==> src/rtl/core/lscp_pkg.sv <==
// ----------------------------------------------------------------------------
// LFSR spreading code packer package
// Types, register indexes, status codes and reset constants.
// ----------------------------------------------------------------------------
package lscp_pkg;

  // Default upper limit on the bits of one request.
  localparam int unsigned MaxBitsDefault = 512;

  // Widths of the register file and fields.
  localparam int unsigned DegreeW = 6;
  localparam int unsigned WordW   = 32;
  localparam int unsigned CountW  = 10;
  localparam int unsigned CfgIdxW = 2;

  // Reset values of the configuration registers.
  localparam logic [DegreeW-1:0] DegreeReset = 6'd2;
  localparam logic [WordW-1:0]   TapReset    = 32'hC000_0000;
  localparam logic [WordW-1:0]   SeedReset   = 32'h8000_0000;

  // Legal degree range.
  localparam logic [DegreeW-1:0] DegreeMin = 6'd2;
  localparam logic [DegreeW-1:0] DegreeMax = 6'd32;

  // Configuration register indexes.
  typedef enum logic [CfgIdxW-1:0] {
    CFG_DEGREE = 2'd0,
    CFG_TAPS   = 2'd1,
    CFG_SEED   = 2'd2,
    CFG_NONE   = 2'd3
  } cfg_idx_e;

  // Result status codes.
  typedef enum logic [2:0] {
    ST_OK         = 3'd0,
    ST_ZERO_COUNT = 3'd1,
    ST_BAD_DEGREE = 3'd2,
    ST_NO_G0      = 3'd3,
    ST_STRAY_TAPS = 3'd4
  } status_e;

endpackage

==> src/rtl/core/lfsr_spreading_code_packer_unit.sv <==
// ----------------------------------------------------------------------------
// LFSR spreading code packer unit
// Fibonacci LFSR of degree 2 to 32 that packs code bits into bytes.
// ----------------------------------------------------------------------------
// A request carries a bit count; the unit answers with ceil(count/8) bytes,
// earliest code bit in the MSB, the final byte zero padded and flagged last.
// A single LFSR step unit runs one code bit per clock while a byte is being
// filled; a request of N bits (N clipped to MaxBits) is stepped bit by bit and
// each full byte is held for hand-off until the output side takes it.
// Configuration or count errors give a single flagged byte in the next cycle.
// The unit takes a new request only once the last byte has been taken.
// A write to the degree, tap or seed register reloads the LFSR from the seed.
// ----------------------------------------------------------------------------
module lfsr_spreading_code_packer_unit #(
  parameter int unsigned MaxBits = lscp_pkg::MaxBitsDefault
) (
  input  logic                         clk_i,
  input  logic                         rst_ni,
  // Configuration write port.
  input  logic                         cfg_we_i,
  input  logic [lscp_pkg::CfgIdxW-1:0] cfg_idx_i,
  input  logic [lscp_pkg::WordW-1:0]   cfg_wdata_i,
  // Request channel.
  input  logic                         in_valid_i,
  output logic                         in_ready_o,
  input  logic [lscp_pkg::CountW-1:0]  bit_count_i,
  // Result channel.
  output logic                         out_valid_o,
  input  logic                         out_ready_i,
  output logic [7:0]                   code_byte_o,
  output logic                         last_byte_o,
  output logic [2:0]                   status_o
);
  import lscp_pkg::*;

  localparam int unsigned RemW = $clog2(MaxBits + 1);
  localparam int unsigned CmpW = (RemW > CountW) ? RemW : CountW;

  typedef enum logic [2:0] {
    S_IDLE = 3'b001,
    S_RUN  = 3'b010,
    S_EMIT = 3'b100
  } state_e;

  state_e               state_q, state_d;
  logic [DegreeW-1:0]   degree_q;
  logic [WordW-1:0]     taps_q;
  logic [WordW-1:0]     seed_q;
  logic [WordW-1:0]     lfsr_q, lfsr_d;
  logic [RemW-1:0]      rem_q, rem_d;
  logic [2:0]           bit_idx_q, bit_idx_d;
  logic [7:0]           byte_q, byte_d;
  logic                 last_q, last_d;
  status_e              status_q, status_d;

  logic [WordW-1:0]     deg_mask;
  logic [DegreeW-1:0]   out_pos;
  logic                 degree_ok;
  logic                 g0_ok;
  logic                 taps_ok;
  logic                 feedback;
  logic                 code_bit;
  logic [WordW-1:0]     lfsr_step;
  logic [CmpW-1:0]      count_ext;
  logic [RemW-1:0]      count_sat;
  logic                 req_accept;
  logic                 rsp_accept;

  // Configuration checks and the shared LFSR step unit.
  assign deg_mask  = ~({WordW{1'b1}} >> degree_q);
  assign out_pos   = DegreeMax - degree_q;
  assign degree_ok = (degree_q >= DegreeMin) && (degree_q <= DegreeMax);
  assign g0_ok     = taps_q[out_pos[4:0]];
  assign taps_ok   = ((taps_q & ~deg_mask) == '0);
  assign feedback  = ^(lfsr_q & taps_q & deg_mask);
  assign code_bit  = lfsr_q[out_pos[4:0]];
  assign lfsr_step = ((lfsr_q >> 1) & deg_mask) | {feedback, {(WordW-1){1'b0}}};

  // Clip the requested count to the maximum.
  assign count_ext = CmpW'(bit_count_i);
  assign count_sat = (count_ext > CmpW'(MaxBits)) ? RemW'(MaxBits) : RemW'(bit_count_i);

  assign req_accept = in_valid_i && in_ready_o;
  assign rsp_accept = out_valid_o && out_ready_i;

  // Sequencer: check, step one bit per cycle in S_RUN, hold each byte in S_EMIT until taken.
  always_comb begin
    state_d   = state_q;
    lfsr_d    = lfsr_q;
    rem_d     = rem_q;
    bit_idx_d = bit_idx_q;
    byte_d    = byte_q;
    last_d    = last_q;
    status_d  = status_q;
    unique case (state_q)
      S_IDLE: begin
        if (req_accept) begin
          byte_d    = '0;
          bit_idx_d = '0;
          rem_d     = count_sat;
          last_d    = 1'b1;
          state_d   = S_EMIT;
          if (!degree_ok) begin
            status_d = ST_BAD_DEGREE;
          end else if (!g0_ok) begin
            status_d = ST_NO_G0;
          end else if (!taps_ok) begin
            status_d = ST_STRAY_TAPS;
          end else if (bit_count_i == '0) begin
            status_d = ST_ZERO_COUNT;
          end else begin
            status_d = ST_OK;
            last_d   = 1'b0;
            state_d  = S_RUN;
          end
        end
      end
      S_RUN: begin
        lfsr_d              = lfsr_step;
        byte_d[~bit_idx_q]  = code_bit;
        bit_idx_d           = bit_idx_q + 3'd1;
        rem_d               = rem_q - RemW'(1);
        if (rem_q == RemW'(1)) begin
          last_d  = 1'b1;
          state_d = S_EMIT;
        end else if (bit_idx_q == 3'd7) begin
          state_d = S_EMIT;
        end
      end
      S_EMIT: begin
        if (rsp_accept) begin
          if (last_q) begin
            state_d = S_IDLE;
          end else begin
            byte_d    = '0;
            bit_idx_d = '0;
            state_d   = S_RUN;
          end
        end
      end
      default: begin
        state_d = S_IDLE;
      end
    endcase
  end

  // Control state, configuration registers and the LFSR word.
  always_ff @(posedge clk_i or negedge rst_ni) begin
    if (!rst_ni) begin
      state_q  <= S_IDLE;
      degree_q <= DegreeReset;
      taps_q   <= TapReset;
      seed_q   <= SeedReset;
      lfsr_q   <= SeedReset;
      last_q   <= 1'b0;
      status_q <= ST_OK;
    end else begin
      state_q  <= state_d;
      last_q   <= last_d;
      status_q <= status_d;
      lfsr_q   <= lfsr_d;
      if (cfg_we_i) begin
        unique case (cfg_idx_e'(cfg_idx_i))
          CFG_DEGREE: begin
            degree_q <= cfg_wdata_i[DegreeW-1:0];
            lfsr_q   <= seed_q;
          end
          CFG_TAPS: begin
            taps_q <= cfg_wdata_i;
            lfsr_q <= seed_q;
          end
          CFG_SEED: begin
            seed_q <= cfg_wdata_i;
            lfsr_q <= cfg_wdata_i;
          end
          default: begin
            // Writes beyond the register list are ignored.
          end
        endcase
      end
    end
  end

  // Byte assembly and count registers.
  always_ff @(posedge clk_i) begin
    rem_q     <= rem_d;
    bit_idx_q <= bit_idx_d;
    byte_q    <= byte_d;
  end

  assign in_ready_o  = (state_q == S_IDLE);
  assign out_valid_o = (state_q == S_EMIT);
  assign code_byte_o = byte_q;
  assign last_byte_o = last_q;
  assign status_o    = status_q;

endmodule

==> config.mk <==
export PLATFORM = sky130hd
export DESIGN_NAME = lfsr_spreading_code_packer_unit
export DESIGN_NICKNAME = d
export VERILOG_FILES = /design/src/rtl/core/lscp_pkg.sv /design/src/rtl/core/lfsr_spreading_code_packer_unit.sv
export SDC_FILE = /design/constraint.sdc
export NUM_CORES = 1
export LEC_CHECK = 0
export BUFFER_PORTS_ARGS = -buffer_cell sky130_fd_sc_hd__buf_2
export CAP_MARGIN = 20
export CORE_AREA = 2 2 135 104
export CTS_CLUSTER_SIZE = 10
export DETAILED_ROUTE_END_ITERATION = 7
export DIE_AREA = 0 0 137 106
export GPL_TIMING_DRIVEN = 0
export HOLD_SLACK_MARGIN = 0.1
export PLACE_DENSITY = 0.79
export SYNTH_ARGS = -nofsm -noshare
export SYNTH_HDL_FRONTEND = slang
export SYNTH_SLANG_ARGS = --single-unit
==> constraint.sdc <==
create_clock -name clk_i -period 10.5 [get_ports clk_i]
set_clock_uncertainty 0.15 [all_clocks]
set_input_delay 1.575 -clock clk_i [delete_from_list [all_inputs] [get_ports clk_i]]
set_output_delay 1.575 -clock clk_i [all_outputs]
set_load 0.05 [all_outputs]
==> flow_summary.ini <==
[status]
status = finished, final reports clean

[logic_synthesis]
synth_edf_count = 21
syn_avg_cell_area_sq_um = 9.72
synth_cell_types = 68
ys_seq_area_share_pct = 43.2
ys_seq_elements = 130
ys.flop_type = dfrtp_1
syn_area_sq_mm = 0.00779
synth_nets = 861
synth-warning-count = 0
synthCells = 802
async_reset_ff_share_pct = 83.8

[detailed_routing]
drc = 0
num_vias = 6843
wire_per_inst_microns = 23.1
dr.pass1.iters = 6
drt_iter0_drc = 856
drt-total-wl_microns = 24800
drtAntennaViolNets = 0
viasPerCell = 6.38

[sta]
setup_viol = 0
relSlewSlack_pct = 41.5
layout_min_cycle_time_ns = 5.17
tightest_slew_ns = 0.875
rsz0062_at_grt = no
slew_violations = 0
fin_tns_setup_ns = 0
clock.fmax_ghz = 0.193
post-route-period-util_pct = 49.2
hold_viol_final = 0

[power]
p_comb_share_pct = 34.0
p_sw_share_pct = 36.8
power_density_mw_per_mm2 = 227
p_sw_mw = 0.747
power.leakage_nw = 3.80
power.share.sequential_pct = 35.8
ir_worst_vdd_mv = 0.133
p_clk_share_pct = 30.2
design_power_total_mw = 2.03
power.internal_mw = 1.29

[clocking]
clk_pin_slew_ns = 0.06
clock_latency_ns = 0.43
cts_tree = done
clk_path_buf_depth = 2
clkSinkCount = 130
numCtsBuffers = 17
postCtsSetupBuffers = 0
cts-root-buf = clkbuf_16
cts.htree.levels = 4
cts-resized-gates = 0
ctsHoldBuffers = 0

[setup_path]
cp-end-kind = register
worst_path_largest_cell_delay_ns = 0.66
r2r_slack_ns = 5.33
arrival_ns = 5.18
rr_worst_depth = 12
critPathSlowestCell = clkbuf_1
path_class = reg2reg
cp_max_fo = 10
path_cells = buf_2 -> buf_2 -> inv_1 -> ha_1 -> buf_1 -> clkbuf_1 -> mux4_2 -> mux4_2 -> mux2i_1 -> nor2_1 -> a21oi_1 -> nor2_1
cp_data_required_time_ns = 10.51
start_kind = register

[floorplanning]
die_h_microns = 106
start_util_pct = 58.4
die_w_microns = 137
pin_count = 63
fp.coreArea_sq_mm = 0.0133
die-area_sq_mm = 0.0145
rows = 37

[hold_path]
hold_path_class = reg2reg
whs_path_depth = 2

[job]
max_cap_violations = 0

[grt]
grt_max_degree = 61
grt_first_pass_wirelength_microns = 38100
grt_overflow_total = 0
grt.total_usage_pct = 35.7
antenna_found_initial = 0
grt_pass1_vias = 6605

[placed_design]
gp_congestion = 1.05
hpwlAfterDp_microns = 18300
port_buffers = 61

[layout]
fillCellCount = 1034
n_antenna_cell = 0
nets = 943
syn_to_final_growth_pct = 15.0
layout-drive-gt1-share_pct = 23.4
-- metal layers --
layer | up-vias | wire length (microns) | track usage [%] | part of all wire [%]
met5 | - | 0 | 0 | 0
met3 | 49 | 2740 | 11.5 | 11
met4 | 0 | 539 | 10.1 | 2.2
met2 | 362 | 10800 | 51.2 | 43
li1 | 3059 | - | - | -
met1 | 3373 | 10700 | 51.9 | 43
-- placed cells by master, fill, tap and decap left out, types with 7 or more instances in the layout --
master | Yosys | routed
nand2_1 | 108 | 108
dfrtp_1 | 103 | 103
buf_2 | 10 | 70
o21ai_0 | 71 | 70
mux2_2 | 65 | 65
a21oi_1 | 50 | 50
nor2_1 | 47 | 47
inv_1 | 38 | 38
clkbuf_1 | 31 | 32
nand3_1 | 27 | 27
xnor2_1 | 23 | 23
edfxtp_1 | 21 | 21
mux4_2 | 19 | 19
clkbuf_16 | 0 | 18
o22ai_1 | 14 | 14
and3_1 | 14 | 14
nor3_1 | 10 | 10
ha_1 | 10 | 10
buf_1 | 9 | 9
xor2_1 | 9 | 9
a22oi_1 | 8 | 8
a221oi_1 | 7 | 7
-- critical path: cells and delay by family (launching register included) --
kind                       cells  cell delay (ns)
muxes                          3             1.58
and+or+nand+nor                2             0.18
adders and majority gates      1             0.32
AOI/OAI and AO/OA              1             0.14
buffers and inverters          5             2.13
DFF                            1             0.37
-- Yosys cell counts (4+ instances only) --
library cell,number,area (sq um)
a211oi_1,6,45.0
a21o_1,5,37.5
a21oi_1,50,250
a221oi_1,7,61.3
a22oi_1,8,60.1
a31oi_1,4,25.0
and3_1,14,87.6
buf_1,9,33.8
buf_2,10,50.1
clkbuf_1,31,116
dfrtp_1,103,2580
dfstp_2,6,158
edfxtp_1,21,631
ha_1,10,125
inv_1,38,143
mux2_2,65,732
mux4_2,19,428
nand2_1,108,405
nand2b_1,6,37.5
nand3_1,27,135
nand3b_1,6,45.0
nor2_1,47,176
nor2b_1,5,31.3
nor3_1,10,50.1
o211ai_1,5,37.5
o21ai_0,71,355
o21bai_1,4,30.0
o22ai_1,14,87.6
xnor2_1,23,201
xor2_1,9,78.8
-- power by group through the flow --
stage / clock network [mW] / registers, mW / logic, mW
2_1_floorplan: 0 / 0.731 / 0.462
3_3_place_gp: 0 / 0.725 / 0.667
3_5_place_dp: 0 / 0.728 / 0.673
4_1_cts: 0.616 / 0.720 / 0.679
5_1_grt: 0.639 / 0.737 / 0.734
6_report: 0.615 / 0.727 / 0.691
-- layout make-up --
type	count	area [sq um]	area share [%]
tap	175	219	2.44
clock buffer	19	454	5.07
multi-input combinational	579	4050	45.2
buffer	54	235	2.63
timing repair buffer	63	343	3.83
inverter	39	146	1.63
sequential	130	3370	37.6
clock inverter	13	150	1.68
-- per-stage QoR --
step / std cells / hold slack (ns) / util (%) / instance area, sq um / worst slack (ns)
floorplan: 802 / 0.324 / - / 7790 / 6.71
global placement: 1038 / 0.309 / 62.4 / 8320 / 5.53
detailed placement: 1040 / 0.319 / 62.7 / 8350 / 5.47
CTS: 1072 / 0.332 / 67.2 / 8960 / 5.46
global route: 1072 / 0.362 / 67.2 / 8960 / 5.23
finish: 1072 / 0.322 / 67.2 / 8960 / 5.33
-- worst paths after layout --
kind                                    startpoint                           end
setup / recovery           degree_q[0]$_DFFE_PN0P_  code_byte_o[0]$_SDFFCE_PN0P_
hold / removal             status_o[2]$_DFFE_PN0P_       status_o[2]$_DFFE_PN0P_
setup reg to reg           degree_q[0]$_DFFE_PN0P_  code_byte_o[0]$_SDFFCE_PN0P_
hold reg to reg            status_o[2]$_DFFE_PN0P_       status_o[2]$_DFFE_PN0P_
max in group asynchronous                   rst_ni       degree_q[1]$_DFFE_PN1P_
min in group asynchronous                   rst_ni        seed_q[13]$_DFFE_PN0P_
-- logic make-up (layout without fill, tap and decap cells) --
logic type      count (synthesis)  count (layout)  share of synthesized area [%]
fa+ha+maj                      11              11                           1.75
compound gates                201             201                           15.8
mux                            88              88                           15.6
simple gates                  244             244                           14.3
buf+inv                        93             188                           4.90
flops                         130             130                           43.2
xor+xnor                       35              35                           4.38
-- registers in the layout, indices dropped and copies added (netlist names) --
register     cells
seed_q          32
bit_idx_q        3
taps_q          32
state_q          3
status_o         3
degree_q         6
lfsr_q          32
last_byte_o      1
rem_q           10
code_byte_o      8
No activity file was read; power rests on OpenSTA's default activity.
